$ cat src/rtl/core/bba_pkg.sv
// ----------------------------------------------------------------------------
// bba_pkg
// Shared types and constants for the byte budget admission block: field
// widths, opcodes, configuration register indexes and reset budgets.
// ----------------------------------------------------------------------------
package bba_pkg;

    // Field widths fixed by the interface.
    localparam int BYTE_W  = 48;
    localparam int COUNT_W = 64;
    localparam int IDX_W   = 6;
    localparam int OP_W    = 2;
    localparam int CFG_W   = 1;

    // Default size of the owner table.
    localparam int OWNER_SLOTS_DEF = 64;

    // Request opcodes.
    localparam logic [OP_W-1:0] OP_ACQUIRE    = 2'd0;
    localparam logic [OP_W-1:0] OP_RELEASE    = 2'd1;
    localparam logic [OP_W-1:0] OP_SPILL      = 2'd2;
    localparam logic [OP_W-1:0] OP_SPILL_FAIL = 2'd3;

    // Configuration register indexes.
    localparam logic [CFG_W-1:0] REG_TOTAL_LIMIT  = 1'd0;
    localparam logic [CFG_W-1:0] REG_OWNER_BUDGET = 1'd1;

    // Budgets after reset: 256 MiB in total, 64 MiB per owner.
    localparam logic [BYTE_W-1:0] TOTAL_LIMIT_RST  = BYTE_W'(64'd268435456);
    localparam logic [BYTE_W-1:0] OWNER_BUDGET_RST = BYTE_W'(64'd67108864);

    // One request as it travels from the input register to the accounting stage.
    typedef struct packed {
        logic [OP_W-1:0]   opcode;
        logic              present;
        logic              slot_ok;
        logic [BYTE_W-1:0] amount;
    } req_t;

endpackage

$ cat src/rtl/core/bba_owner_ram.sv
// ----------------------------------------------------------------------------
// bba_owner_ram
// Owner usage table: one write port, one read port, registered read data.
// A read at the address being written returns the old contents.
// ----------------------------------------------------------------------------
module bba_owner_ram
    import bba_pkg::*;
#(
    parameter int DEPTH  = OWNER_SLOTS_DEF,
    parameter int ADDR_W = 6,
    parameter int DATA_W = BYTE_W
)
(
    input  logic              clk,
    input  logic              we,
    input  logic [ADDR_W-1:0] waddr,
    input  logic [DATA_W-1:0] wdata,
    input  logic [ADDR_W-1:0] raddr,
    output logic [DATA_W-1:0] rdata
);

    logic [DATA_W-1:0] mem_reg [DEPTH];
    logic [DATA_W-1:0] rdata_reg;

    // Write and registered read.
    always_ff @(posedge clk)
    begin
        if (we)
        begin
            mem_reg[waddr] <= wdata;
        end
        rdata_reg <= mem_reg[raddr];
    end

    assign rdata = rdata_reg;

endmodule

$ cat config.mk
export PLATFORM = sky130hd
export DESIGN_NAME = bba_owner_ram
export DESIGN_NICKNAME = d
export VERILOG_FILES = /design/src/rtl/core/bba_pkg.sv /design/src/rtl/core/bba_owner_ram.sv
export SDC_FILE = /design/constraint.sdc
export NUM_CORES = 2
export LEC_CHECK = 0
export BUFFER_PORTS_ARGS = -buffer_cell sky130_fd_sc_hd__buf_4
export CORE_MARGIN = 1.5
export CORE_UTILIZATION = 60
export DETAILED_ROUTE_END_ITERATION = 6
export PLACE_DENSITY = 0.72
export SETUP_SLACK_MARGIN = 0.1
export SYNTH_ARGS = -nofsm -noshare
export SYNTH_HDL_FRONTEND = slang
export SYNTH_SLANG_ARGS = --single-unit
$ cat constraint.sdc
create_clock -name clk -period 5.4 [get_ports clk]
set_input_delay 0.54 -clock clk [delete_from_list [all_inputs] [get_ports clk]]
set_output_delay 0.54 -clock clk [all_outputs]
set_load 0.005 [all_outputs]
==> Word level (Yosys, flattened, before mapping) <==
Memories as Yosys holds them, arrays and structs flattened. A register that Yosys moved wholly into a read port is not among the register bits.
Index checks and enable logic that the tools add are counted.
Widths: inputs -> output; s select.
{ "word_totals": {"ramBits": 3072, "word_cells": 3, "output_inout_bits": 48, "input_bits": 62, "reg_bits": 0, "memories": 1} }
{ "classes": {"n_mux": 2} }
{ "memory_table": {"columns": ["name", "words", "width", "rd", "rd_ports_with_merged_regs", "write_ports", "line", "source"], "rows": [
  ["mem_reg", 64, 48, 1, 1, 1, "bba_owner_ram.sv:22", "logic [DATA_W-1:0] mem_reg [DEPTH];"]
]} }
{ "ops": {"columns": ["op", "count"], "rows": [
  ["$mux 1", 2]
]} }

==> Longest topological paths before layout <==
{ "depth": {"depth_word": 2, "depth_mapped": 9, "depth_no_buf": 5} }

==> Worst setup path after synthesis <==
No wires, ideal clock.
{ "synth_path": {"kind": "input port to flip-flop", "startpoint": "input waddr[3]", "endpoint": "memory mem_reg[48][0] in the netlist's numbering (enable)", "arrival_time_ns": 4.312, "required_time_ns": 4.887, "n_path_buf": 1, "setup_ns": 0.513, "path_slack_ns": 0.575, "path_stages": 4, "path_cell_list": "clkbuf_1 nor2b_1 nand4b_1 nor3_1"} }
{ "synth_lines": {"columns": ["item", "line", "source"], "rows": [
  ["from (decl)", "bba_owner_ram.sv:16", "input logic [ADDR_W-1:0] waddr,"],
  ["to (decl)", "bba_owner_ram.sv:22", null]
]} }
No word-level cell before the write port.

==> Worst setup path in the final report <==
{ "layout_path": {"startpoint": "input waddr[1]", "endpoint": "memory mem_reg[3][40] in the netlist's numbering (enable)"} }
No word-level cell before the write port.

==> run_results.csv <==
group,metric,value,unit
clock_network,post_cts_resize_count,0,
layout,final_area,0.132,mm^2
setup_path,crit_path_end_kind,"flip-flop",
synthesis,yosys_warnings,0,
setup_path,cp_slowest_stage_delay,1.00,ns
global_routing,grt_max_degree,139,
setup_path,critPathMaxFanout,19,
synthesis,netlist_instances,4970,
run,maxCapViolations,0,
clock_network,cts_sinks,3120,
global_routing,busiest_layer,"met2",
route,drc,0,
worst_hold_path,hold_end,"mem_reg[20][1]",
route,drt_wl_total,311,mm
global_routing,grt_util_met1,44.8,%
setup_path,r2r-start,"mem_reg[24][3]",
global_routing,grt_overflow,0,
floorplan,row_count,161,
timing,final.setup_skew,0.0618,ns
setup_path,crit_arrival,3.31,ns
synthesis,syn_area_per_cell,23.6,um^2
setup_path,path_class,"in2reg",
route,ant_nets,0,
clock_network,clk_latency,0.92,ns
floorplan,die_area,0.198,mm^2
setup_path,reg2reg_depth,4,
layout,largest_reg_flops,3072,
clock_network,cts_setup_buffers,0,
outcome,status,"finished clean",
placement,io_buffer_count,109,
floorplan,ios,110,
layout,drive_gt1_share,28.3,%
clock_network,numCtsBuffers,312,
global_routing,grtUsageMet2,49.8,%
clock_network,cts_hold_buf,0,
route,drtIter0Drc,8933,
setup_path,crit_buf_inv,2,
timing,setup_violations,0,
worst_hold_path,hold_depth,1,
timing,hold_violations,0,
synthesis,ys_ff_latch,3120,
timing,tns,0,ns
global_routing,grt_pass1_wl,434,mm
floorplan,start_util,60.6,%
route,wl_per_cell,38.6,um
route,dr.pass1.iters,6,
synthesis,synth-edff-count,3072,
route,viasPerCell,7.17,
synthesis,synth_area_leader_cell,"edfxtp_1",
clock_network,cts_root_buf,"clkbuf_16",
floorplan,die_h,445,um
global_routing,grt.total_usage,31.7,%
timing,slew_viol_final,0,
setup_path,critPathMostFrequentCell,"buf_4",
placement,gp_congestion,0.819,
clock_network,htreeDepth,5,
setup_path,worstPathCellList,"buf_4 -> nor2b_1 -> nand3_1 -> nor2_4 -> buf_4",
timing,rsz0062_at_grt,"no",
setup_path,cp-start-kind,"primary input",
synthesis,synthTopCellsByArea,"edfxtp_1, mux4_2, dfxtp_1, o22ai_1, a221oi_1",
setup_path,r2r_slack,3.09,ns
layout,area.growth.synth_to_final,12.4,%
synthesis,ys.flop_type,"edfxtp_1",
power_and_ir_drop,p_per_area,381,mW/mm^2
setup_path,cp_top_family,"simple AND/OR/NAND/NOR gates",
setup_path,required,5.94,ns
worst_hold_path,hold_start,"wdata[1]",
clock_network,clk_path_buf_depth,4,
placement,postPlaceCellArea,0.122,mm^2
clock_network,cts_tree,"built",
setup_path,r2r-end,"rdata[3]",
floorplan,core_area,0.193,mm^2
timing,fmax,0.361,GHz
timing,max-slew-margin-rel,12.2,%
synthesis,synth_top_area_share,78.8,%
global_routing,use_met3,6.55,%
placement,hpwl,166,mm
layout,final_net_count,5362,
worst_hold_path,worst_hold_path_type,"in2reg",
setup_path,critPathSlowestCell,"nor2_4",
synthesis,yosysSeqAreaShare,79.6,%
synthesis,synth_commonest_cells,"edfxtp_1, mux4_2, nor2_1",
timing,fin_crit,2.77,ns
global_routing,grt_pass1_vias,57300,
layout,utilization,68.2,%
timing,fin_crit_sh,51.4,%
clock_network,clk_pin_slew,0.06,ns
synthesis,synth_cell_types,36,
timing,worst_slew_pin_slew,1.31,ns
synthesis,netlist_area,0.117,mm^2
global_routing,grt_antenna_before_repair,17,
power_and_ir_drop,power_leakage,41.0,nW
floorplan,die_w,445,um
synthesis,synth.most_common_cell,"edfxtp_1",
synthesis,syn-num-nets,5032,
synthesis,async_flop_share,0,%
power_and_ir_drop,peakVddDrop,0.000279,V
route,dr_total_vias,57800,
[cell families (layout without fill, tap and decap cells)]
| kind of cell | count (synthesis) | count (layout) | share of synthesized area, % |
|---|---|---|---|
| DFF | 3120 | 3120 | 79.6 |
| AOI/OAI and AO/OA | 486 | 486 | 3.02 |
| buffers and inverters | 282 | 838 | 1.28 |
| and+or+nand+nor | 253 | 253 | 0.957 |
| muxes | 829 | 829 | 15.2 |
| other | 0 | 9 | 0 |
[worst max-delay path by stage]
stage	depth (start not counted)	from	to	slack, ns
floorplan	4	waddr[3]	mem_reg[48][0]	0.58
global placement	6	raddr[0]	rdata[6]	1.80
detailed placement	6	raddr[0]	rdata[6]	1.81
CTS	5	waddr[1]	mem_reg[3][40]	2.76
global route	5	waddr[1]	mem_reg[3][40]	2.58
finish	5	waddr[1]	mem_reg[3][40]	2.63
[cell type report]
type	instances	area, um^2
multi-input cells	1568	22900
repair buffers	298	2650
clock inverters	128	1290
diodes	9	22.5
flip-flops and latches	3120	93200
well taps	2526	3160
clock buffers	412	8410
fillers	11400	61500
[where the power goes]
part | internal, mW | switching (mW) | leakage [nW] | total, mW
combinational | 0.878 | 1.47 | 8.25 | 2.35
sequential | 26.8 | 0.131 | 28.0 | 26.9
clock | 12.2 | 8.77 | 4.75 | 20.9
[layer usage]
| metal | part of all wire, % | vias up | wire length [um] |
|---|---|---|---|
| li1 | - | 22200 | - |
| met1 | 35 | 30700 | 110000 |
| met2 | 48 | 4158 | 149000 |
| met3 | 12 | 736 | 38400 |
| met4 | 4.4 | 14 | 13700 |
| met5 | 0.031 | - | 95 |
[through the flow]
stage / total power, mW / hold WS [ns] / std cells / setup WS (ns)
6_report: 50.2 / 0.129 / 8061 / 2.63
5_1_grt: 51.4 / 0.134 / 8052 / 2.58
4_1_cts: 50.4 / 0.0846 / 8052 / 2.76
3_5_place_dp: 29.8 / 0.839 / 7512 / 1.81
3_3_place_gp: 29.7 / 0.822 / 7512 / 1.80
2_1_floorplan: 28.7 / 0.639 / 4970 / 0.575
[worst reg2reg max path: stages (launching register included)]
cell      delay [ns]
edfxtp_1        0.41
mux4_2          0.50
a22o_1          0.25
a221oi_1        0.82
a221oi_1        0.18
[placed cells by master, fill, tap and decap left out, types with 68 or more instances in the layout]
cell       count
a21oi_1       74
a221oi_1      83
a22oi_1       72
buf_4        265
clkbuf_1      83
clkbuf_16    317
edfxtp_1    3072
mux4_2       754
nor2_1        68
o22ai_1      122
No activity file was read; power rests on OpenSTA's default activity.
