### src/rtl/core/bba_pkg.sv
// ----------------------------------------------------------------------------
// bba_pkg
// Shared types and constants for the byte budget admission block: field
// widths, opcodes, configuration register indexes and reset budgets.
// ----------------------------------------------------------------------------
package bba_pkg;

    // Field widths fixed by the interface.
    localparam int BYTE_W  = 48;
    localparam int COUNT_W = 64;
    localparam int IDX_W   = 6;
    localparam int OP_W    = 2;
    localparam int CFG_W   = 1;

    // Default size of the owner table.
    localparam int OWNER_SLOTS_DEF = 64;

    // Request opcodes.
    localparam logic [OP_W-1:0] OP_ACQUIRE    = 2'd0;
    localparam logic [OP_W-1:0] OP_RELEASE    = 2'd1;
    localparam logic [OP_W-1:0] OP_SPILL      = 2'd2;
    localparam logic [OP_W-1:0] OP_SPILL_FAIL = 2'd3;

    // Configuration register indexes.
    localparam logic [CFG_W-1:0] REG_TOTAL_LIMIT  = 1'd0;
    localparam logic [CFG_W-1:0] REG_OWNER_BUDGET = 1'd1;

    // Budgets after reset: 256 MiB in total, 64 MiB per owner.
    localparam logic [BYTE_W-1:0] TOTAL_LIMIT_RST  = BYTE_W'(64'd268435456);
    localparam logic [BYTE_W-1:0] OWNER_BUDGET_RST = BYTE_W'(64'd67108864);

    // One request as it travels from the input register to the accounting stage.
    typedef struct packed {
        logic [OP_W-1:0]   opcode;
        logic              present;
        logic              slot_ok;
        logic [BYTE_W-1:0] amount;
    } req_t;

endpackage

### src/rtl/core/bba_account.sv
// ----------------------------------------------------------------------------
// bba_account
// Accounting stage: takes a request together with the owner entry read from
// the table, decides admission, updates the totals, peak and spill counters,
// and writes the owner entry back. The last write is forwarded so that a
// request to the same owner in the next cycle sees the new value.
// ----------------------------------------------------------------------------
module bba_account
    import bba_pkg::*;
#(
    parameter int ADDR_W = 6
)
(
    input  logic               clk,
    input  logic               rst_n,
    input  logic               req_valid,
    input  req_t               req,
    input  logic [ADDR_W-1:0]  req_addr,
    input  logic [BYTE_W-1:0]  rd_data,
    input  logic [BYTE_W-1:0]  total_limit,
    input  logic [BYTE_W-1:0]  owner_budget,
    output logic               wr_en,
    output logic [ADDR_W-1:0]  wr_addr,
    output logic [BYTE_W-1:0]  wr_data,
    output logic               done,
    output logic               granted,
    output logic [BYTE_W-1:0]  total_in_use,
    output logic [BYTE_W-1:0]  peak_in_use,
    output logic [BYTE_W-1:0]  owner_in_use,
    output logic [COUNT_W-1:0] spilled_total,
    output logic [COUNT_W-1:0] spill_fail_count
);

    // Running state.
    logic [BYTE_W-1:0]  total_reg;
    logic [BYTE_W-1:0]  total_next;
    logic [BYTE_W-1:0]  peak_reg;
    logic [BYTE_W-1:0]  peak_next;
    logic [COUNT_W-1:0] spill_reg;
    logic [COUNT_W-1:0] spill_next;
    logic [COUNT_W-1:0] fail_reg;
    logic [COUNT_W-1:0] fail_next;
    logic               done_reg;

    // Result payload.
    logic               granted_reg;
    logic               granted_next;
    logic [BYTE_W-1:0]  owner_out_reg;
    logic [BYTE_W-1:0]  owner_out_next;

    // Forwarding of the last owner write.
    logic               fwd_valid_reg;
    logic [ADDR_W-1:0]  fwd_addr_reg;
    logic [BYTE_W-1:0]  fwd_data_reg;

    logic [BYTE_W-1:0]  held;
    logic [BYTE_W-1:0]  owner_new;
    logic [BYTE_W:0]    total_sum;
    logic [BYTE_W:0]    owner_sum;
    logic               fits;

    // Owner entry as of this request, with the previous write forwarded.
    assign held = (fwd_valid_reg && (fwd_addr_reg == req_addr)) ? fwd_data_reg : rd_data;

    // Budget checks on one-bit-wider sums.
    assign total_sum = {1'b0, total_reg} + {1'b0, req.amount};
    assign owner_sum = {1'b0, held} + {1'b0, req.amount};
    assign fits      = (total_sum <= {1'b0, total_limit})
                    && (owner_sum <= {1'b0, owner_budget});

    // Request decode and state update.
    always_comb
    begin
        total_next   = total_reg;
        spill_next   = spill_reg;
        fail_next    = fail_reg;
        owner_new    = held;
        granted_next = 1'b0;
        if (req_valid)
        begin
            unique case (req.opcode)
                OP_ACQUIRE:
                begin
                    if (req.present && req.slot_ok && fits)
                    begin
                        granted_next = 1'b1;
                        total_next   = total_sum[BYTE_W-1:0];
                        owner_new    = owner_sum[BYTE_W-1:0];
                    end
                end
                OP_RELEASE:
                begin
                    if (req.present)
                    begin
                        total_next = (req.amount > total_reg) ? '0 : total_reg - req.amount;
                        if (req.slot_ok)
                        begin
                            owner_new = (req.amount >= held) ? '0 : held - req.amount;
                        end
                    end
                end
                OP_SPILL:
                begin
                    spill_next = spill_reg + COUNT_W'(req.amount);
                end
                OP_SPILL_FAIL:
                begin
                    fail_next = fail_reg + COUNT_W'(1);
                end
                default:
                begin
                    total_next = total_reg;
                end
            endcase
        end
        peak_next      = (total_next > peak_reg) ? total_next : peak_reg;
        owner_out_next = req.slot_ok ? owner_new : '0;
    end

    // Write the owner entry back whenever the slot exists.
    assign wr_en   = req_valid && req.slot_ok;
    assign wr_addr = req_addr;
    assign wr_data = owner_new;

    // Control and accounting state.
    always_ff @(posedge clk or negedge rst_n)
    begin
        if (!rst_n)
        begin
            total_reg     <= '0;
            peak_reg      <= '0;
            spill_reg     <= '0;
            fail_reg      <= '0;
            done_reg      <= 1'b0;
            fwd_valid_reg <= 1'b0;
        end
        else
        begin
            total_reg     <= total_next;
            peak_reg      <= peak_next;
            spill_reg     <= spill_next;
            fail_reg      <= fail_next;
            done_reg      <= req_valid;
            fwd_valid_reg <= wr_en;
        end
    end

    // Result payload and forwarded write.
    always_ff @(posedge clk)
    begin
        granted_reg   <= granted_next;
        owner_out_reg <= owner_out_next;
        fwd_addr_reg  <= wr_addr;
        fwd_data_reg  <= wr_data;
    end

    assign done             = done_reg;
    assign granted          = granted_reg;
    assign owner_in_use     = owner_out_reg;
    assign total_in_use     = total_reg;
    assign peak_in_use      = peak_reg;
    assign spilled_total    = spill_reg;
    assign spill_fail_count = fail_reg;

endmodule

### config.mk
export PLATFORM = sky130hd
export DESIGN_NAME = bba_account
export DESIGN_NICKNAME = d
export VERILOG_FILES = /design/src/rtl/core/bba_pkg.sv /design/src/rtl/core/bba_account.sv
export SDC_FILE = /design/constraint.sdc
export NUM_CORES = 1
export LEC_CHECK = 0
export BUFFER_PORTS_ARGS = -buffer_cell sky130_fd_sc_hd__buf_2
export CAP_MARGIN = 20
export CORE_AREA = 4 4 258 260
export CTS_CLUSTER_SIZE = 25
export DETAILED_ROUTE_END_ITERATION = 6
export DIE_AREA = 0 0 262 264
export PLACE_DENSITY_LB_ADDON = 0.3
export SLEW_MARGIN = 40
export SYNTH_ARGS = -nofsm -noshare
export SYNTH_HDL_FRONTEND = slang
export SYNTH_SLANG_ARGS = --single-unit
### constraint.sdc
create_clock -name clk -period 23.9 [get_ports clk]
set_input_delay 0 -clock clk [delete_from_list [all_inputs] [get_ports clk]]
set_output_delay 0 -clock clk [all_outputs]
set_load 0.1 [all_outputs]
; ---- Yosys cells after proc, flatten, opt, wreduce, memory -nomap -nowiden
; Index checks and enable logic that the tools add are counted.
[op_classes]
n_addsub = 6
magnitude_cmp = 5
n_mux = 13
n_eq_ne = 4
reduce_logical = 9
[op_table]
columns = op, count
row1 = 48-bit 2-to-1 mux, 10
row2 = 48-bit one-hot mux with 2 select lines, 2
row3 = 48-bit by 48-bit adder with 49-bit output, 2
row4 = 49-bit by 48-bit <= comparator with 1-bit output, 2
row5 = 48-bit greater-than comparator, 2
row6 = 48-bit subtractor, 2
row7 = "64-bit by 1-bit adder with 64-bit output, second input constant", 1
row8 = 64-bit by 48-bit adder with 64-bit output, 1
row9 = 48-bit >= comparator, 1
row10 = 6-bit == test, 1
row11 = 2-bit AND reduction, 3
row12 = 1-bit logical AND, 5
row13 = "2-bit == test, second input constant", 2
row14 = "2-bit by 1-bit == test with 1-bit output, second input constant", 1
row15 = 2-bit zero test, 1
row16 = 1-bit 2-to-1 mux, 1
[word_totals]
wordCells = 47
out_inout_bits = 329
reg_bits = 329

; ---- Longest topological paths before layout
; Gate-level depths: netlist (run 1).
[depth]
word_depth = 11
mapped_depth = 48

; ---- Worst setup path before layout (run 1)
; OpenSTA, ideal clock, no wires.
[synth_path]
kind = register -> register
startpoint = reg fwd_addr_reg[3]
endpoint = reg fwd_data_reg[47]
setup_ps = 500
setup_slack_ps = 12753
path_buffers = 4
required_ps = 23400
period_less_slack_ps = 11147
path_stages_with_launch = 32
arrival_time_ps = 10647
path_cell_list = dfxtp_1 -> xor2_1 -> nor4_1 -> clkbuf_1 -> clkbuf_1 -> clkbuf_1 -> mux2i_1 -> inv_1 -> ha_1 -> clkbuf_1 -> inv_1 -> a21o_1 -> a21bo_2 -> nor4_1 -> nand3_1 -> nand4_1 -> and2_1 -> a21oi_1 -> a31oi_1 -> xor2_1 -> inv_1 -> ha_1 -> nand3_1 -> or4_1 -> nor4b_2 -> a21oi_1 -> a221oi_2 -> o2111ai_1 -> or3_4 -> nor2_1 -> nand2_1 -> o311ai_0
[synth_via]
elab_chain_len = 10
[synth_lines]
columns = item, line
row1 = start: declaration, bba_account.sv:53  ; logic [ADDR_W-1:0] fwd_addr_reg;
row2 = start signal: assignment, bba_account.sv:153  ; fwd_addr_reg <= wr_addr;
row3 = 6-bit == test *, bba_account.sv:63  ; assign held = (fwd_valid_reg && (fwd_addr_reg == req_addr)) ? fwd_data_reg : rd_data;
row4 = 1-bit logical AND *, bba_account.sv:63
row5 = 48-bit 2-to-1 mux *, bba_account.sv:63
row6 = 48-bit by 48-bit adder with 49-bit output, bba_account.sv:67  ; assign owner_sum = {1'b0, held} + {1'b0, req.amount};
row7 = 49-bit by 48-bit <= comparator with 1-bit output, bba_account.sv:69  ; && (owner_sum <= {1'b0, owner_budget});
row8 = 1-bit logical AND, bba_account.sv:69
row9 = 1-bit logical AND, bba_account.sv:84  ; if (req.present && req.slot_ok && fits)
row10 = 48-bit 2-to-1 mux, bba_account.sv:84
row11 = 48-bit one-hot mux with 2 select lines, bba_account.sv:81  ; unique case (req.opcode)
row12 = 48-bit 2-to-1 mux *, bba_account.sv:79  ; if (req_valid)
row13 = via wr_data[47], bba_account.sv:24  ; output logic [BYTE_W-1:0] wr_data,
row14 = end signal: assignment, bba_account.sv:154  ; fwd_data_reg <= wr_data;
row15 = end: declaration, bba_account.sv:54  ; logic [BYTE_W-1:0] fwd_data_reg;
; Mark *: on every way through the listed nets, which the timed path passes. The rest lies on a longest branch.
; A chain may end at the register's enable or synchronous reset.

; ---- Worst setup path in the final report (run 1)
[layout_path]
startpoint = reg fwd_addr_reg[1]
endpoint = reg peak_reg[43] (netlist: peak_in_use[43])
[layout_via]
elab_chain_len = 11
[layout_lines]
columns = item, line
row1 = 6-bit == test, bba_account.sv:63
row2 = 1-bit logical AND, bba_account.sv:63
row3 = 48-bit 2-to-1 mux, bba_account.sv:63
row4 = 48-bit by 48-bit adder with 49-bit output, bba_account.sv:67
row5 = 49-bit by 48-bit <= comparator with 1-bit output, bba_account.sv:69
row6 = 1-bit logical AND, bba_account.sv:69
row7 = 1-bit logical AND, bba_account.sv:84
row8 = 48-bit 2-to-1 mux, bba_account.sv:84
row9 = 48-bit one-hot mux with 2 select lines, bba_account.sv:81
row10 = 48-bit 2-to-1 mux, bba_account.sv:79
row11 = via total_next[40], bba_account.sv:36  ; logic [BYTE_W-1:0] total_next;
row12 = 48-bit greater-than comparator, bba_account.sv:116  ; peak_next = (total_next > peak_reg) ? total_next : peak_reg;
row13 = end signal: assignment, bba_account.sv:140  ; peak_reg <= peak_next;
row14 = end: declaration, bba_account.sv:37  ; logic [BYTE_W-1:0] peak_reg;
; The timed path passes the listed nets, and every way through them passes these cells.

==> results of run 1 <==
-- routing by layer --
| metal | vias up | wire length, um | GRT usage |
|---|---|---|---|
| met5 | - | 13 | 0 |
| met4 | 2 | 6680 | 0.149 |
| met3 | 323 | 16200 | 0.101 |
| met2 | 1882 | 55700 | 0.548 |
| met1 | 15807 | 54600 | 0.502 |
| li1 | 15251 | - | - |
-- kinds of logic (layout without fill, tap and decap cells) --
logic type,Yosys count,count (layout),share of synthesized area
adder cells (fa/ha/maj),391,391,0.155
flip-flops,329,329,0.242
multiplexers,101,101,0.0349
AND/OR/NAND/NOR,1099,1099,0.169
buffers and inverters,531,1020,0.0659
AO/OA/AOI/OAI,1251,1251,0.251
XOR/XNOR,299,299,0.0822
other,0,2,0
-- cell usage after synthesis, types with 18 or more instances --
cell	count	area (um2)
nor2_1	246	923
nor4_1	26	163
a22oi_1	26	195
ha_1	386	4830
a221oi_1	18	158
and3_1	37	231
mux2i_1	20	200
o211ai_1	21	158
o31ai_1	56	420
inv_1	336	1260
nand4_1	79	494
dfrtp_1	226	5660
nor2b_1	50	313
buf_2	25	125
o21ai_0	258	1290
a21boi_0	19	143
and2_1	49	307
nand2_1	310	1160
nand3_1	92	460
a21o_1	100	751
dfxtp_1	103	2060
xor2_1	50	438
a21oi_1	393	1970
o22ai_1	19	119
a211oi_1	29	218
mux2_2	81	912
nand2b_1	46	288
o21bai_1	56	420
clkbuf_1	138	518
nor3_1	80	400
a31oi_1	36	225
xnor2_1	249	2180
o21a_1	37	278
or3_1	19	119
-- power by group --
part	leakage, uW	switching [uW]	internal, uW	total, uW
Sequential	0.00366	129	675	804
Combinational	0.0134	2110	811	2920
Clock	0.000660	262	376	638
Total	0.0177	2500	1860	4360
-- cell type report --
type	count	area, um2
Tap cell	855	1070
Multi-Input combinational cell	3141	22100
Clock buffer	54	1120
Fill cell	6083	27200
Antenna cell	2	5.00
Inverter	344	1290
Sequential cell	329	7720
Timing Repair Buffer	608	3380
Clock inverter	14	234
-- critical path, delay by kind of cell (launching register included) --
family / cells / cell delay, ns
AND/OR/NAND/NOR: 12 / 3.03
flip-flops: 1 / 0.31
XOR/XNOR: 2 / 0.33
multiplexers: 2 / 0.88
adder cells (fa/ha/maj): 3 / 0.83
buffers and inverters: 6 / 2.32
AO/OA/AOI/OAI: 16 / 4.05
-- how the worst min path moves through the flow --
stage                startpoint               end  slack [ns]  depth (start not counted)
finish              rd_data[38]  fwd_data_reg[38]        0.04                          3
global route         rd_data[1]   owner_in_use[1]        0.06                          5
CTS                  rd_data[9]   fwd_data_reg[9]       0.003                          3
detailed placement        rst_n              done       -0.22                          1
global placement          rst_n              done        0.12                          1
floorplan                 rst_n              done       -0.30                          0
-- through the flow --
stage | power (uW) | setup WS, ns | std cells | hold WS, ns
floorplan | 2970 | 12.75 | 4001 | -0.296
finish | 4360 | 11.96 | 5347 | 0.0354
detailed placement | 3650 | 12.12 | 5243 | -0.215
global placement | 3650 | 12.49 | 5240 | 0.116
global route | 4580 | 11.35 | 5346 | 0.0553
CTS | 4320 | 12.09 | 5345 | 0.00276
==> run_results.csv, run 1 <==
group,metric,value,unit
worst_setup_path,r2r_slack,11.96,ns
final_layout,stdcell_area,0.0369,mm2
synthesis,synth_area_per_cell,7.96,um2
run_status,status,"completed",
global_routing,grt_pass1_wl,195000,um
final_layout,area_growth,16.0,%
global_routing,overflow,0,
clocking,post_cts_buffers,0,
timing,final.setup.tns,0,ns
place,port_buffers,533,
drt,route.detailed.drc,0,
worst_setup_path,crit_path_frequent_cell,"o21ai_0",
timing,rsz0062_at_grt,"no",
timing,worst_pin_slew,0.957,ns
worst_setup_path,regToRegStartpoint,"fwd_addr_reg[1]",
worst_setup_path,reg2regPathDepth,41,
floorplanning,die_w,262,um
floorplanning,start_util,0.497,
worst_setup_path,crit_path_start,"fwd_addr_reg[1]",
drt,wl_per_cell,24.9,um
synthesis,ys_seq_area_frac,0.242,
drt,drt_iter0_drc,3913,
worst_setup_path,path_class,"reg2reg",
global_routing,antenna_found_initial,3,
timing,hold_viol,0,
worst_setup_path,crit_path_end,"peak_in_use[43]",
floorplanning,die-area,0.0692,mm2
place,place_hpwl,108000,um
timing,finalCritPeriodShare,0.500,
global_routing,grt_pass1_vias,31282,
drt,vias,33265,
timing,min_period,11.94,ns
clocking,cts_resized,0,
clocking,clockBufferDepth,3,
timing,relSlewSlack,0.360,
clocking,clock_latency,0.62,ns
clocking,cts-root-buf,"clkbuf_16",
synthesis,ys_ff_latch,329,
worst_setup_path,arrival,12.42,ns
synthesis,synth_edf_count,0,
timing,max_freq,83.7,MHz
final_layout,final_common_cell,"buf_2",
clocking,clkTransAtPathRegs,0.06,ns
min_path,hp-class,"in2reg",
worst_setup_path,r2r-end,"peak_in_use[43]",
synthesis,ys_types,95,
clocking,cts_tree,"done",
worst_setup_path,slowest_stage,"a2111oi_0",
synthesis,syn_area,0.0318,mm2
synthesis,synth_ff_type,"dfrtp_1",
synthesis,synth_warnings,0,
clocking,cts_hold_buf,34,
power_and_ir_drop,power_density,118,mW/mm2
drt,routed_wl,133000,um
floorplanning,die_h,264,um
global_routing,grt_max_degree,99,
power_and_ir_drop,p_leak,0.0177,uW
worst_setup_path,crit_required,24.37,ns
global_routing,gr-usage-all-layers,0.367,
synthesis,ys_async_sr_fraction,0.687,
clocking,clkSinkCount,329,
final_layout,drive_gt1_frac,0.172,
timing,slew_viol_final,0,
worst_setup_path,cp-end-kind,"flop",
floorplanning,coreArea,0.0641,mm2
place,dpl_cell_area,0.0352,mm2
drt,dr.pass1.iters,6,
clocking,cts_buffers,39,
worst_setup_path,startpoint_type,"flop",
place,gp_congestion,1.05,
final_layout,finalCoreUtilization,0.576,
timing,final.setup_skew,0.0583,ns
synthesis,syn_inst,4001,
synthesis,syn-num-nets,4597,
worst_setup_path,path_max_fanout,50,
drt,avgViaCountPerCell,6.22,
drt,postRouteAntennaNets,0,
floorplanning,ioPinCount,534,
timing,setup_violations,0,
floorplanning,fp-row-count,93,
clocking,htreeDepth,2,
final_layout,final_nets,5059,
final_layout,final_cell_mix,"buf_2, a21oi_1, ha_1",
power_and_ir_drop,vdd_drop_max,129,uV
worst_setup_path,slowest_delay,0.68,ns
flow_run,cap_violations,0,
(Power assumes the default switching activity.)
==> run 2: changes to the inputs <==
--- a/config.mk
+++ b/config.mk
@@ -5,12 +5,13 @@
 export SDC_FILE = /design/constraint.sdc
 export NUM_CORES = 1
 export LEC_CHECK = 0
+export ABC_AREA = 1
 export BUFFER_PORTS_ARGS = -buffer_cell sky130_fd_sc_hd__buf_2
 export CAP_MARGIN = 20
-export CORE_AREA = 4 4 258 260
+export CORE_AREA = 4 4 278 280
 export CTS_CLUSTER_SIZE = 25
 export DETAILED_ROUTE_END_ITERATION = 6
-export DIE_AREA = 0 0 262 264
+export DIE_AREA = 0 0 282 284
 export PLACE_DENSITY_LB_ADDON = 0.3
 export SLEW_MARGIN = 40
 export SYNTH_ARGS = -nofsm -noshare
==> constraint.sdc (replaced) <==
create_clock -name clk -period 11.9 [get_ports clk]
set_input_delay 0 -clock clk [delete_from_list [all_inputs] [get_ports clk]]
set_output_delay 0 -clock clk [all_outputs]
set_load 0.1 [all_outputs]
==> run_results.csv, run 2 <==
group,metric,value,unit
power_and_ir_drop,internal_power,3550,uW
floorplanning,die_w,282,um
global_routing,use_met3,0.0807,
timing,rsz0062_at_grt,"no",
synthesis,synth_area_per_cell,6.31,um2
worst_setup_path,path_class,"reg2reg",
global_routing,overflow,0,
timing,final.setup.tns,0,ns
clocking,cts_tree,"done",
place,place_hpwl,138000,um
synthesis,syn_area,0.0371,mm2
final_layout,fillers,7585,
worst_setup_path,crit_path_frequent_cell,"nand2_1",
timing,hold_viol,0,
timing,worst_pin_slew,0.933,ns
global_routing,antenna_found_initial,14,
power_and_ir_drop,combinationalPowerShare,0.691,
synthesis,ys_seq_area_frac,0.208,
place,place_inst,7227,
power_and_ir_drop,power_density,220,mW/mm2
drt,routed_wl,167000,um
timing,finalCritPeriodShare,0.857,
power_and_ir_drop,p_sw,5710,uW
clocking,clkSinkCount,329,
floorplanning,die_h,284,um
drt,avgViaCountPerCell,5.75,
synthesis,ys_ff_latch,329,
clocking,clock_latency,0.60,ns
synthesis,synth_warnings,0,
clocking,cts-root-buf,"clkbuf_16",
clocking,cts_buffers,38,
min_path,hp-class,"in2reg",
synthesis,yosys.area.top_type,"dfrtp_1",
global_routing,use_met2,0.645,
clocking,clkTransAtPathRegs,0.06,ns
worst_setup_path,arrival,10.74,ns
global_routing,grt_util_met1,0.507,
power_and_ir_drop,p_leak,0.0224,uW
run_status,status,"completed",
timing,relSlewSlack,0.371,
synthesis,synth_edf_count,0,
timing,max_freq,98.0,MHz
worst_setup_path,path_max_fanout,58,
final_layout,area_growth,13.3,%
final_layout,finalCoreUtilization,0.565,
floorplanning,die-area,0.0801,mm2
floorplanning,ioPinCount,534,
min_path,holdPathStages,7,
worst_setup_path,slowest_stage,"nor4_1",
clocking,post_cts_buffers,0,
drt,dr.pass1.iters,6,
drt,vias,42197,
power_and_ir_drop,clkPwrFrac,0.128,
worst_setup_path,reg2regPathDepth,46,
clocking,cts_resized,0,
synthesis,synth_ff_type,"dfrtp_1",
global_routing,grt_max_degree,77,
flow_run,cap_violations,0,
floorplanning,start_util,0.498,
power_and_ir_drop,swShare,0.617,
final_layout,final_common_cell,"nand2_1",
final_layout,drive_gt1_frac,0.122,
floorplanning,fp-row-count,100,
worst_setup_path,startpoint_type,"flop",
worst_setup_path,cp-end-kind,"flop",
timing,setup_violations,0,
timing,min_period,10.20,ns
global_routing,grt_pass1_wl,243000,um
synthesis,ys_async_sr_fraction,0.687,
worst_setup_path,slowest_delay,0.65,ns
global_routing,grt_busiest_layer,"met2",
timing,whs,0.0203,ns
global_routing,grt_pass1_vias,39416,
synthesis,ys_types,64,
timing,final.setup_skew,0.0222,ns
final_layout,final_nets,6929,
clocking,cts_hold_buf,35,
synthesis,syn-num-nets,6477,
power_and_ir_drop,seqPwrFrac,0.182,
synthesis,synth_common_cells,"nand2_1, inv_1, nor2_1, a21oi_1, ha_1",
global_routing,gr-usage-all-layers,0.397,
clocking,htreeDepth,2,
drt,route.detailed.drc,0,
timing,slew_viol_final,0,
worst_setup_path,r2r_slack,1.70,ns
drt,drt_iter0_drc,4437,
floorplanning,coreArea,0.0744,mm2
final_layout,final_cells,7335,
drt,postRouteAntennaNets,0,
place,port_buffers,533,
clocking,clockBufferDepth,3,
drt,wl_per_cell,22.7,um
synthesis,synth_top_area_frac,0.152,
synthesis,synthTopCellsByArea,"dfrtp_1, nand2_1, ha_1, inv_1, a21oi_1",
worst_setup_path,crit_required,12.43,ns
synthesis,syn_inst,5881,
synthesis,synth_most_common_cell,"nand2_1",
power_and_ir_drop,vdd_drop_max,330,uV
final_layout,final_cell_mix,"nand2_1, inv_1, nor2_1",
power_and_ir_drop,total_power,9260,uW
place,gp_congestion,1.05,
[run 2: per-layer routing]
metal	share of wire	wire [um]
met1	0.41	67700
met2	0.45	75200
met3	0.089	14800
met4	0.054	8970
met5	0.00052	86
[run 2: stage by stage]
stage                     worst slack [ns]  area [um2]
after detailed placement              2.05       40400
after CTS                             2.04       42000
after floorplan                       4.53       37100
after global routing                  1.05       42000
after global placement                1.96       40400
final                                 1.70       42000
[run 2: worst paths after layout]
path	from	endpoint
hold / removal	rd_data[46]	owner_in_use[46]
max in group asynchronous	rst_n	spilled_total[28]
setup / recovery	fwd_addr_reg[1]	peak_in_use[16]
setup reg to reg	fwd_addr_reg[1]	peak_in_use[16]
hold reg to reg	spill_fail_count[63]	spill_fail_count[63]
min in group asynchronous	rst_n	peak_in_use[32]
[run 2: layout make-up]
class	count	area [um2]	area share
well taps	969	1210	0.0288
clock inverters	10	105	0.00250
flip-flops and latches	329	7720	0.184
diodes	4	10.0	0.000238
multi-input cells	4412	25000	0.594
repair buffers	601	3320	0.0790
inverters	951	3570	0.0850
clock buffers	59	1110	0.0264
[run 2: critical path, delay by kind of cell (launching register included)]
| kind | cells | cell delay [ns] |
|---|---|---|
| xor+xnor | 2 | 0.47 |
| simple gates | 29 | 4.94 |
| buf+inv | 6 | 1.89 |
| compound gates | 6 | 1.32 |
| fa+ha+maj | 3 | 0.99 |
| flops | 1 | 0.33 |
[run 2: kinds of logic (layout without fill, tap and decap cells)]
family,Yosys count,count (layout),share of synthesized area
and+or+nand+nor,2615,2615,0.299
buffers and inverters,1140,1621,0.121
AOI/OAI and AO/OA,1138,1138,0.176
adders and majority gates,391,391,0.133
DFF,329,329,0.208
xor gates and xnor gates,268,268,0.0633
other,0,4,0
[run 2: power groups by stage]
| stage | Clock (uW) | Combinational (uW) | Sequential, uW |
|---|---|---|---|
| finish | 1180 | 6390 | 1680 |
| global route | 1240 | 6840 | 1700 |
| CTS | 1190 | 6290 | 1670 |
| detailed placement | 0 | 6250 | 1690 |
| global placement | 0 | 6200 | 1690 |
| floorplan | 0 | 3020 | 3280 |
