==> src/rtl/core/bba_pkg.sv <==
// ----------------------------------------------------------------------------
// bba_pkg
// Shared types and constants for the byte budget admission block: field
// widths, opcodes, configuration register indexes and reset budgets.
// ----------------------------------------------------------------------------
package bba_pkg;

    // Field widths fixed by the interface.
    localparam int BYTE_W  = 48;
    localparam int COUNT_W = 64;
    localparam int IDX_W   = 6;
    localparam int OP_W    = 2;
    localparam int CFG_W   = 1;

    // Default size of the owner table.
    localparam int OWNER_SLOTS_DEF = 64;

    // Request opcodes.
    localparam logic [OP_W-1:0] OP_ACQUIRE    = 2'd0;
    localparam logic [OP_W-1:0] OP_RELEASE    = 2'd1;
    localparam logic [OP_W-1:0] OP_SPILL      = 2'd2;
    localparam logic [OP_W-1:0] OP_SPILL_FAIL = 2'd3;

    // Configuration register indexes.
    localparam logic [CFG_W-1:0] REG_TOTAL_LIMIT  = 1'd0;
    localparam logic [CFG_W-1:0] REG_OWNER_BUDGET = 1'd1;

    // Budgets after reset: 256 MiB in total, 64 MiB per owner.
    localparam logic [BYTE_W-1:0] TOTAL_LIMIT_RST  = BYTE_W'(64'd268435456);
    localparam logic [BYTE_W-1:0] OWNER_BUDGET_RST = BYTE_W'(64'd67108864);

    // One request as it travels from the input register to the accounting stage.
    typedef struct packed {
        logic [OP_W-1:0]   opcode;
        logic              present;
        logic              slot_ok;
        logic [BYTE_W-1:0] amount;
    } req_t;

endpackage

==> src/rtl/core/bba_clear_seq.sv <==
// ----------------------------------------------------------------------------
// bba_clear_seq
// Clearing pass after reset: walks the owner table one entry per cycle and
// keeps the block busy until every entry has been written with zero.
// ----------------------------------------------------------------------------
module bba_clear_seq
    import bba_pkg::*;
#(
    parameter int DEPTH  = OWNER_SLOTS_DEF,
    parameter int ADDR_W = 6
)
(
    input  logic              clk,
    input  logic              rst_n,
    output logic              active,
    output logic [ADDR_W-1:0] addr
);

    localparam logic [ADDR_W-1:0] LAST_ADDR = ADDR_W'(DEPTH - 1);

    logic              active_reg;
    logic              active_next;
    logic [ADDR_W-1:0] cnt_reg;
    logic [ADDR_W-1:0] cnt_next;

    // Advance through the table and stop after the last entry.
    always_comb
    begin
        active_next = active_reg;
        cnt_next    = cnt_reg;
        if (active_reg)
        begin
            if (cnt_reg == LAST_ADDR)
            begin
                active_next = 1'b0;
            end
            else
            begin
                cnt_next = cnt_reg + 1'b1;
            end
        end
    end

    always_ff @(posedge clk or negedge rst_n)
    begin
        if (!rst_n)
        begin
            active_reg <= 1'b1;
            cnt_reg    <= '0;
        end
        else
        begin
            active_reg <= active_next;
            cnt_reg    <= cnt_next;
        end
    end

    assign active = active_reg;
    assign addr   = cnt_reg;

endmodule

==> config.mk <==
export PLATFORM = sky130hd
export DESIGN_NAME = bba_clear_seq
export DESIGN_NICKNAME = d
export VERILOG_FILES = /design/src/rtl/core/bba_pkg.sv /design/src/rtl/core/bba_clear_seq.sv
export SDC_FILE = /design/constraint.sdc
export NUM_CORES = 1
export LEC_CHECK = 0
export BUFFER_PORTS_ARGS = -buffer_cell sky130_fd_sc_hd__buf_2
export CORE_AREA = 2 2 39 41
export DETAILED_ROUTE_END_ITERATION = 10
export DIE_AREA = 0 0 41 43
export HOLD_SLACK_MARGIN = 0.1
export SLEW_MARGIN = 15
export SYNTH_ARGS = -nofsm -noshare
export SYNTH_HDL_FRONTEND = slang
export SYNTH_SLANG_ARGS = --single-unit
==> constraint.sdc <==
create_clock -name clk -period 1.9 [get_ports clk]
set_input_delay 0.38 -clock clk [delete_from_list [all_inputs] [get_ports clk]]
set_output_delay 0.38 -clock clk [all_outputs]
set_load 0.03 [all_outputs]
## Word-level counts from Yosys, hierarchy flattened

Cells that the tools add are included.
W data, S select, Z words.

- Latch bits: 0
- Input port bits: 2
- Bits in read-only memories: 0
- Memories kept: 0
- Output and inout port bits: 7
- Flip-flop bits (word level): 7
- Bits in writable memories: 0
- Logic and storage cells: 8

- Bitwise operators: 1
- Divide/modulo/power cells: 0
- Add/sub/neg operators: 1
- Magnitude comparators: 0
- Reductions and logical operators: 1
- $mul: 0
- Shift operators: 0
- Mux-type cells: 2
- Eq/ne operators: 1

Operator list:

| cell | number |
|---|---|
| $add A6 B1 Y6 const B | 1 |
| $eq A6 B6 Y1 const B | 1 |
| $mux W1 | 2 |
| $reduce_and A2 Y1 | 1 |
| $not A1 Y1 | 1 |

## Depth between registers and ports, before layout

Gate-level depths: netlist of run 1.

- Word-level depth: 3
- Gate-level depth with buffers: 4
- Depth with buffers taken out: 4

## Least setup slack after synthesis of run 1

OpenSTA, ideal clock, no wires.

- Path type: register -> register
- Start point: register cnt_reg[0], in the netlist addr[0]
- End point: register cnt_reg[1], in the netlist addr[1]
- Path slack: 0.373 ns
- Path buffers: 0
- Clock period less this slack: 1.527 ns
- Required time: 1.772 ns
- Library setup time: 0.128 ns
- Cell stages (with the launch flop): 5
- Arrival: 1.399 ns
- Cell sequence: dfrtp_1 -> ha_1 -> nand2_1 -> o21ai_2 -> mux2_1

- Cells in the longest elaborated chain, start to end: 3
- Elaborated cells between the ends (all ways): 4
- Classes of those cells: add/sub (1); eq/ne (1); bitwise (1); reduce/logical (1)

RTL lines:

| what | line | RTL |
|---|---|---|
| start: declaration | bba_clear_seq.sv:23 | `logic [ADDR_W-1:0] cnt_reg;` |
| start signal: assignment | bba_clear_seq.sv:54 | `cnt_reg <= cnt_next;` |
| branches (longest 3 deep; another with $add A6 B1 Y6) | -- |  |

Several ways; the timed one is not identified.
A chain may end at the register's enable or synchronous reset.

## Worst setup path in the final report of run 1

Same ends and word-level chain as after synthesis.

==> results of run 1 <==
-- critical path, delay by kind of cell (launching register included) --
kind                     cells  cell delay (ns)
multiplexers                 1             0.33
AO/OA/AOI/OAI                1             0.21
flip-flops                   1             0.40
adder cells (fa/ha/maj)      1             0.23
AND/OR/NAND/NOR              1             0.11
-- placed cells by master (no fill, tap or decap), types with 2 or more instances in the layout --
| master | n |
|---|---|
| dfrtp_1 | 6 |
| nand2_1 | 2 |
| nand3_1 | 2 |
| clkbuf_4 | 3 |
| a21oi_1 | 3 |
| buf_2 | 8 |
-- metal layers --
| layer | vias to the layer above | GRT usage |
|---|---|---|
| met1 | 121 | 0.135 |
| met2 | 13 | 0.0938 |
| met3 | 0 | 0.0314 |
| li1 | 125 | - |
| met5 | - | 0 |
| met4 | 0 | 0.0600 |
-- final cells by class --
cell class,instances,area (µm²),share of cell area
clock buffers,4,26.3,0.0625
inverters,1,3.75,0.00893
multi-input cells,19,144,0.342
flip-flops and latches,7,176,0.420
well taps,16,20.0,0.0476
repair buffers,9,50.0,0.119
-- stage by stage --
step	instance area [µm²]	cells	hold slack [ns]	util	worst slack [ns]
6_report	420	56	0.488	0.304	0.496
4_1_cts	420	56	0.483	0.304	0.480
2_1_floorplan	324	27	0.0844	-	0.373
3_3_place_gp	384	51	0.225	0.278	0.495
3_5_place_dp	384	51	0.222	0.278	0.494
5_1_grt	420	56	0.499	0.304	0.398
-- cell usage after synthesis (all sizes together) --
cell,number,area (µm²)
dfstp,1,26.3
a21oi,3,15.0
nand4,1,6.26
a31oi,1,6.26
nand3,3,20.0
mux2,2,26.3
xnor2,1,8.76
nand2,2,7.51
inv,1,3.75
and3,1,7.51
nor2b,1,6.26
dfrtp,6,150
and4,1,11.3
o21ai,1,8.76
ha,1,12.5
o21a,1,7.51
-- worst min path at each step --
stage | to | slack, ns | cells after the start
floorplan | addr[0] | 0.08 | 0
global placement | addr[1] | 0.22 | 1
detailed placement | addr[2] | 0.22 | 1
CTS | addr[2] | 0.48 | 2
global route | addr[2] | 0.50 | 2
finish | addr[4] | 0.49 | 2
-- power by group through the flow --
stage | logic, µW | clock network [µW] | registers, µW
after detailed placement | 3.79 | 0 | 152
after floorplan | 0.0000646 | 0 | 152
final | 5.21 | 137 | 149
after global routing | 6.03 | 157 | 149
after global placement | 3.93 | 0 | 152
after CTS | 5.36 | 143 | 149
-- kinds of logic (layout without fill, tap and decap cells) --
logic type               Yosys count  in the layout  share of synthesized area
AO/OA/AOI/OAI                      6              6                      0.116
XOR/XNOR                           1              1                     0.0270
adder cells (fa/ha/maj)            1              1                     0.0386
buffers and inverters              1             14                     0.0116
multiplexers                       2              2                     0.0811
flip-flops                         7              7                      0.544
AND/OR/NAND/NOR                    9              9                      0.182
-- timing repair --
| action | in CTS | in global routing |
|---|---|---|
| setup buffers | 0 | 0 |
| setup endpoints to repair | 0 | 0 |
| hold buffers | 1 | 0 |
| endpoints found under the hold margin | 6 | 0 |
==> out/metrics.csv, run 1 <==
stage,metric,value,unit
run_status,outcome,finished clean,
pwr,clock share of power,0.471,
floorplan,Die Wd,41,µm
pwr,Lkg Pwr,0.000221,µW
min_path,min-delay worst type,primary input to asynchronous set/reset pin,
setup_path,crit path from,addr[0],
finish,nets@finish,44,
floorplan,Initial Utilization,0.234,
pwr,Flop pwr share,0.511,
finish,Ant. Diodes,0,
clock_network,CTS tree,built,
synthesis,"Net Count, Synth",30,
floorplan,DIE HEIGHT,43,µm
timing,Fin. Hold Viols,0,
routing,Remaining DRCs,0,
routing,post-DR vias/cell,4.63,
clock_network,Clock Latency Late Sink,0.25,ns
synthesis,total of warnings raised by yosys,0,
setup_path,CP Capture Type,register,
clock_network,Root Buffer,clkbuf_4,
setup_path,R2R setup slack,0.50,ns
routing,Routed WL per cell,10.6,µm
floorplan,I/O pin total,9,
clock_network,clock sink total,7,
synthesis,Syn Area/Cell,12.0,µm²
grt,first-pass GRT wire length,1010,µm
grt,grt total ovfl,0,
synthesis,sequential share of the synthesized area,0.544,
clock_network,Max Root-Sink Buffers,2,
setup_path,crit-path max cell delay,0.40,ns
timing,Final Skew,0.00217,ns
setup_path,Setup crit end,addr[1],
timing,Worst-Margin Slew,0.216,ns
timing,crit share post-route,0.739,
timing,fmax,712,MHz
routing,Final ANT Viol Nets,0,
timing,RSZ-0062 raised after global routing,false,
routing,routed wl met2,225,µm
clock_network,htree depth,1,
routing,WL final,596,µm
grt,vias in the first global route,246,
timing,Final Max Slew Viols,0,
grt,antenna violations before repair,0,
pwr,Internal Power,232,µW
grt,GRT Overall Usage,0.0870,
routing,met3 wire len,41,µm
timing,final setup vio count,0,
timing,fin crit period,1.40,ns
placement,HPWL after detailed placement,450,µm
pwr,Logic pwr share,0.018,
timing,max_slew headroom,0.856,
setup_path,CP startpoint kind,register,
floorplan,Die Area,0.00176,mm²
floorplan,Core Rows,14,
clock_network,total clock buffers created by CTS,3,
placement,Final Wtd Congestion,0.678,
setup_path,"Max stage delay cell, worst path",dfrtp_1,
routing,Detailed Routing Iterations Pass 1,4,
setup_path,crit path DAT,1.54,ns
setup_path,Critical Path Fanout Max,4,
routing,uppermost layer routed,met3,
pwr,Max VDD drop,240,µV
finish,Fillers,139,
clock_network,CTS resizes,0,
synthesis,post-synthesis cell count,27,
pwr,net switching power,60.2,µW
routing,DRT met1 WL,329,µm
setup_path,"Critical Path, Cell by Cell","ha_1, nand2_1, o21ai_2, mux2_1",
setup_path,worst r2r dst,addr[1],
finish,max reg flops,6,
flow_run,Max Cap Violations,0,
pwr,overall power,292,µW
setup_path,Worst Path Required,2.03,ns
setup_path,Worst R2R Start,addr[0],
setup_path,FF-to-FF path depth,4,
synthesis,synthesized area,324,µm²
placement,Port Buffers,8,
routing,detailed router's first-iteration violation count,2,
synthesis,number of distinct library cells after synthesis,18,
pwr,switching share of power,0.206,
synthesis,Seq cells post-synth,7,
setup_path,CP Class,register to register,
finish,Synth-to-Final Area Change,29.7,%
routing,vias,259,
finish,layout cells sized above 1,0.425,
clock_network,clock slew at reported path FFs,0.06,ns
pwr,power density cells,694,mW/mm²
timing,Total Negative Setup Slacks,0,ns
grt,largest net degree at the start of global routing,8,
floorplan,Core ar.,0.00138,mm²
(Power assumes the default switching activity.)
==> run 2: changes to the inputs <==
--- a/config.mk
+++ b/config.mk
@@ -5,6 +5,7 @@
 export SDC_FILE = /design/constraint.sdc
 export NUM_CORES = 1
 export LEC_CHECK = 0
+export ABC_AREA = 1
 export BUFFER_PORTS_ARGS = -buffer_cell sky130_fd_sc_hd__buf_2
 export CORE_AREA = 2 2 39 41
 export DETAILED_ROUTE_END_ITERATION = 10
==> constraint.sdc (replaced) <==
create_clock -name clk -period 1.3 [get_ports clk]
set_input_delay 0.26 -clock clk [delete_from_list [all_inputs] [get_ports clk]]
set_output_delay 0.26 -clock clk [all_outputs]
set_load 0.03 [all_outputs]
==> out/metrics.csv, run 2 <==
stage,metric,value,unit,change
min_path,min-delay worst type,primary input to asynchronous set/reset pin,,
timing,Fin. Hold Viols,0,,unchanged
floorplan,DIE HEIGHT,43,µm,unchanged
finish,nets@finish,59,,+34%
routing,Final ANT Viol Nets,0,,unchanged
synthesis,Synth top cells by count,"nand2_1, dfrtp_1, inv_1, xnor2_1, nand3_1",,
pwr,Lkg Pwr,0.000248,µW,+12%
synthesis,number of distinct library cells after synthesis,14,,-4
synthesis,total of warnings raised by yosys,0,,unchanged
finish,Synth-to-Final Area Change,31.4,%,
clock_network,Max Root-Sink Buffers,2,,unchanged
timing,Final Skew,0.00330,ns,+0.00113 ns
setup_path,CP Class,register to primary output,,
synthesis,synthesized area,359,µm²,+11%
clock_network,clock sink total,7,,unchanged
floorplan,I/O pin total,9,,unchanged
finish,Ant. Diodes,0,,unchanged
timing,fmax,809,MHz,
routing,Remaining DRCs,0,,unchanged
finish,Final Util,0.341,,+0.0371
finish,"commonest non-fill, non-tap cell in the layout",nand2_1,,
setup_path,crit-path max cell delay,0.55,ns,+0.15 ns
run_status,outcome,finished clean,,
synthesis,Seq cells post-synth,7,,unchanged
setup_path,crit path DAT,0.98,ns,-0.56 ns
clock_network,CTS tree,built,,
synthesis,"area leader, netlist",dfrtp_1,,
synthesis,asr flop ratio synth,1.00,,unchanged
finish,FF/Latch Area,179,µm²,+1.4%
clock_network,Root Buffer,clkbuf_4,,
clock_network,Clock Latency Late Sink,0.26,ns,about the same
routing,post-DR vias/cell,4.17,,-9.9%
clock_network,total clock buffers created by CTS,3,,unchanged
synthesis,Main synth FF type,dfrtp_1,,
routing,vias,296,,+14%
setup_path,worst path bufs/invs,1,,+1
floorplan,Initial Utilization,0.259,,+0.0253
pwr,power density cells,911,mW/mm²,+31%
timing,fin crit period,1.24,ns,
clock_network,htree depth,1,,unchanged
routing,WL final,678,µm,+14%
routing,Detailed Routing Iterations Pass 1,4,,unchanged
finish,multi-input logic area,170,µm²,+18%
timing,crit share post-route,0.951,,
routing,Routed WL per cell,9.55,µm,-10%
timing,Worst-Margin Slew,0.187,ns,-0.0287 ns
placement,HPWL after detailed placement,502,µm,+12%
timing,Final Max Slew Viols,0,,unchanged
grt,vias in the first global route,271,,+10%
synthesis,largest cells by area after synthesis,"dfrtp_1, nand2_1, dfstp_2",,
synthesis,"Net Count, Synth",44,,+47%
synthesis,number of synthesized flops with an enable pin,0,,unchanged
timing,final setup vio count,0,,unchanged
synthesis,"count leader, synth",nand2_1,,
synthesis,Syn Area/Cell,8.76,µm²,-27%
finish,"commonest non-fill, non-tap cells in the layout","nand2_1, buf_2, inv_1, dfrtp_1",,
finish,Fillers,157,,+13%
setup_path,Worst Path Required,1.04,ns,-0.99 ns
timing,max_slew headroom,0.875,,+0.0191
finish,layout cells sized above 1,0.400,,-0.0250
finish,max reg flops,6,,unchanged
setup_path,"Max stage delay cell, worst path",dfstp_2,,
floorplan,Core Rows,14,,unchanged
grt,first-pass GRT wire length,1090,µm,+8.2%
synthesis,sequential share of the synthesized area,0.491,,-0.0531
setup_path,critical path's top delay family,flip-flops,,
setup_path,CP Capture Type,primary output,,
floorplan,Die Area,0.00176,mm²,unchanged
clock_network,clock slew at reported path FFs,0.06,ns,about the same
routing,detailed router's first-iteration violation count,5,,+3
timing,RSZ-0062 raised after global routing,false,,
flow_run,Max Cap Violations,0,,unchanged
grt,GRT Overall Usage,0.0993,,+0.0123
grt,largest net degree at the start of global routing,8,,unchanged
setup_path,CP startpoint kind,register,,
grt,grt total ovfl,0,,unchanged
pwr,Max VDD drop,448,µV,+87%
placement,Final Wtd Congestion,0.736,,+8.7%
setup_path,"Critical Path, Cell by Cell",buf_4,,
grt,antenna violations before repair,0,,unchanged
synthesis,post-synth top area share,0.418,,-0.0452
timing,Total Negative Setup Slacks,0,ns,unchanged
setup_path,Critical Path Fanout Max,4,,unchanged
floorplan,Core ar.,0.00138,mm²,unchanged
floorplan,Die Wd,41,µm,unchanged
synthesis,post-synthesis cell count,41,,+52%
placement,Port Buffers,8,,unchanged
[run 2: power by group]
part | internal [µW] | switching, µW | leakage, µW | total [µW]
logic | 3.06 | 4.37 | 0.000139 | 7.43
clock network | 113 | 91.3 | 0.0000177 | 204
registers | 218 | 0 | 0.0000908 | 218
[run 2: worst register-to-register path, cell delays in order (launching register included)]
cell and delay, ns:
dfrtp_2 0.43, ha_2 0.21, nand3_2 0.10, inv_1 0.06, nand2_2 0.09, nand2_4 0.08, nand2_1 0.08, o21ai_2 0.05
[run 2: final cells by class]
class,instances,share of cell area
repair buffers,10,0.127
multi-input cells,30,0.361
clock inverters,1,0.0106
well taps,16,0.0424
inverters,4,0.0318
clock buffers,3,0.0477
flip-flops and latches,7,0.379
[run 2: routing by layer]
layer,track usage,part of all wire,up-vias
li1,-,-,156
met1,0.116,0.45,128
met2,0.122,0.45,10
met3,0.0785,0.075,2
met4,0.0600,0.028,0
met5,0,0,-
[run 2: logic make-up (layout without fill, tap and decap cells)]
kind of cell / Yosys count / count (layout) / share of synthesized area
buffers and inverters: 4 / 18 / 0.0418
XOR/XNOR: 3 / 3 / 0.0732
adder cells (fa/ha/maj): 1 / 1 / 0.0348
AO/OA/AOI/OAI: 2 / 2 / 0.0488
AND/OR/NAND/NOR: 24 / 24 / 0.310
flip-flops: 7 / 7 / 0.491
[run 2: worst paths after layout]
path	from	end	slack, ns	depth (start not counted)
hold reg to reg	addr[1]	addr[1]	0.53	2
hold / removal	rst_n	addr[4]	0.36	2
setup reg to reg	addr[0]	addr[2]	0.11	7
max in group asynchronous	rst_n	active	0.72	2
setup / recovery	active	active	0.06	1
min in group clk	addr[1]	addr[1]	0.53	2
[run 2: repair_timing]
item	4_1_cts	5_1_grt
hold buffers	1	0
hold endpoints to repair	7	0
setup endpoints to repair	1	3
gates cloned	0	0
buffers inserted	0	1
resized for setup	1	1
pin swaps	0	0
[run 2: through the flow]
step	area (µm²)	cells	total power [µW]	worst slack (ns)	hold slack, ns
6_report	472	71	430	0.0642	0.356
5_1_grt	472	71	456	0.0316	0.359
4_1_cts	462	70	438	0.00592	0.363
3_5_place_dp	422	65	227	0.0731	0.102
3_3_place_gp	422	65	228	0.0904	0.106
2_1_floorplan	362	41	222	0.0290	-0.0356
==> run 3: changes to the inputs <==
--- a/config.mk
+++ b/config.mk
@@ -11,6 +11,7 @@
 export DETAILED_ROUTE_END_ITERATION = 10
 export DIE_AREA = 0 0 41 43
 export HOLD_SLACK_MARGIN = 0.1
+export PLACE_DENSITY = 0.43
 export SLEW_MARGIN = 15
 export SYNTH_ARGS = -nofsm -noshare
 export SYNTH_HDL_FRONTEND = slang
==> out/metrics.csv, run 3 (same netlist as run 2, synthesis figures left out) <==
stage,metric,value,unit,change
timing,crit share post-route,0.927,,-0.0231
floorplan,Core ar.,0.00138,mm²,unchanged
routing,Remaining DRCs,0,,unchanged
setup_path,critical path's top delay family,flip-flops,,
pwr,Max VDD drop,414,µV,-7.6%
placement,Post-Place Setup Slack,0.0666,ns,-0.00648 ns
grt,vias in the first global route,279,,+3.0%
run_status,outcome,finished clean,,
clock_network,Root Buffer,clkbuf_4,,
finish,FF/Latch Area,179,µm²,unchanged
floorplan,Core Rows,14,,unchanged
finish,max reg flops,6,,unchanged
grt,GRT Overall Usage,0.110,,+0.0108
setup_path,"Critical Path, Cell by Cell",buf_4,,
pwr,power density cells,924,mW/mm²,+1.4%
finish,Ant. Diodes,0,,unchanged
floorplan,Die Wd,41,µm,unchanged
timing,final hold slack,0.361,ns,+0.00568 ns
timing,fin crit period,1.21,ns,-0.0300 ns
timing,Final Skew,0.00344,ns,+0.000142 ns
grt,grt total ovfl,0,,unchanged
setup_path,FF-to-FF path depth,7,,unchanged
setup_path,CP startpoint kind,register,,
clock_network,Clock Latency Late Sink,0.26,ns,about the same
pwr,Lkg Pwr,0.000245,µW,-1.1%
finish,"commonest non-fill, non-tap cells in the layout","nand2_1, buf_2, inv_1, dfrtp_1",,
timing,Final Max Slew Viols,0,,unchanged
clock_network,clock slew at reported path FFs,0.06,ns,about the same
finish,layout cells sized above 1,0.382,,-0.0182
grt,antenna violations before repair,0,,unchanged
finish,nets@finish,59,,unchanged
placement,Final Wtd Congestion,0.693,,-5.9%
timing,Fin. Hold Viols,0,,unchanged
timing,Worst-Margin Slew,0.186,ns,-0.000507 ns
routing,Routed WL per cell,10.2,µm,+6.6%
timing,Total Negative Setup Slacks,0,ns,unchanged
floorplan,Die Area,0.00176,mm²,unchanged
clock_network,Max Root-Sink Buffers,2,,unchanged
finish,Fillers,144,,-8.3%
setup_path,crit path DAT,0.95,ns,-0.03 ns
routing,Detailed Routing Iterations Pass 1,2,,-2
setup_path,Critical Path Stages,1,,unchanged
setup_path,crit-path max cell delay,0.53,ns,-0.02 ns
clock_network,clock sink total,7,,unchanged
routing,WL final,723,µm,+6.6%
clock_network,total clock buffers created by CTS,3,,unchanged
finish,Synth-to-Final Area Change,31.0,%,
routing,vias,298,,+0.68%
timing,setup slack after layout,0.0943,ns,+0.0300 ns
timing,final setup vio count,0,,unchanged
floorplan,I/O pin total,9,,unchanged
setup_path,Worst Path Required,1.04,ns,about the same
timing,RSZ-0062 raised after global routing,false,,
timing,fmax,829,MHz,+2.5%
routing,detailed router's first-iteration violation count,4,,-1
min_path,min-delay worst type,primary input to asynchronous set/reset pin,,
clock_network,CTS tree,built,,
clock_network,htree depth,1,,unchanged
setup_path,"Max stage delay cell, worst path",dfstp_2,,
finish,"commonest non-fill, non-tap cell in the layout",nand2_1,,
floorplan,Initial Utilization,0.259,,unchanged
grt,first-pass GRT wire length,1200,µm,+10%
floorplan,DIE HEIGHT,43,µm,unchanged
setup_path,worst path bufs/invs,1,,unchanged
finish,multi-input logic area,170,µm²,unchanged
placement,Port Buffers,8,,unchanged
setup_path,Critical Path Fanout Max,2,,-2
grt,largest net degree at the start of global routing,8,,unchanged
routing,Final ANT Viol Nets,0,,unchanged
setup_path,CP Class,register to primary output,,
routing,post-DR vias/cell,4.20,,+0.68%
flow_run,Max Cap Violations,0,,unchanged
setup_path,CP Capture Type,primary output,,
timing,max_slew headroom,0.876,,about the same
-- run 3: cell count changes in the layout (fill, tap and decap cells not counted), sizes merged --
| cell | change |
|---|---|
| clkbuf | +1 |
| clkinv | -1 |
-- run 3: cell type report --
| cell class | instances | area share |
|---|---|---|
| Sequential cell | 7 | 0.380 |
| Multi-Input combinational cell | 30 | 0.362 |
| Timing Repair Buffer | 10 | 0.128 |
| Clock buffer | 4 | 0.0559 |
| Tap cell | 16 | 0.0426 |
| Inverter | 4 | 0.0319 |
-- run 3: where the power goes --
group	switching [µW]	internal, µW	total [µW]	leakage (µW)
clock	90.9	118	209	0.0000150
combinational	4.60	3.06	7.66	0.000139
sequential	0	218	218	0.0000908
total	95.5	339	435	0.000245
-- run 3: what timing repair did --
action	CTS	global route
gates resized for setup	1	1
hold buffers	1	0
setup buffers	0	1
endpoints found under the hold margin	7	0
setup endpoints to repair	1	6
-- run 3: worst reg2reg max path, stage by stage (launching register included) --
cell     delay (ns)
dfrtp_2        0.43
ha_2           0.21
nand3_2        0.10
inv_1          0.06
nand2_2        0.09
nand2_4        0.08
nand2_1        0.07
o21ai_2        0.05
-- run 3: final timing paths --
path / startpoint / endpoint / slack [ns]
setup reg to reg: addr[0] / addr[2] / 0.11
hold / removal: rst_n / addr[5] / 0.36
max in group asynchronous: rst_n / active / 0.71
min in group clk: addr[1] / addr[1] / 0.53
setup / recovery: active / active / 0.09
hold reg to reg: addr[1] / addr[1] / 0.53
-- run 3: stage by stage --
step           cells   util  total power, µW  cell area [µm²]
3_5_place_dp      65  0.305              228              422
3_3_place_gp      65  0.305              228              422
4_1_cts           70  0.333              439              460
2_1_floorplan     41      -              222              362
5_1_grt           71  0.340              456              470
6_report          71  0.340              435              470
-- run 3: metal layers --
layer / share of wire / routed length (µm) / GRT usage
met1: 0.50 / 363 / 0.141
met3: 0.053 / 38 / 0.0314
met5: 0 / 0 / 0
met2: 0.41 / 294 / 0.131
met4: 0.037 / 27 / 0.120
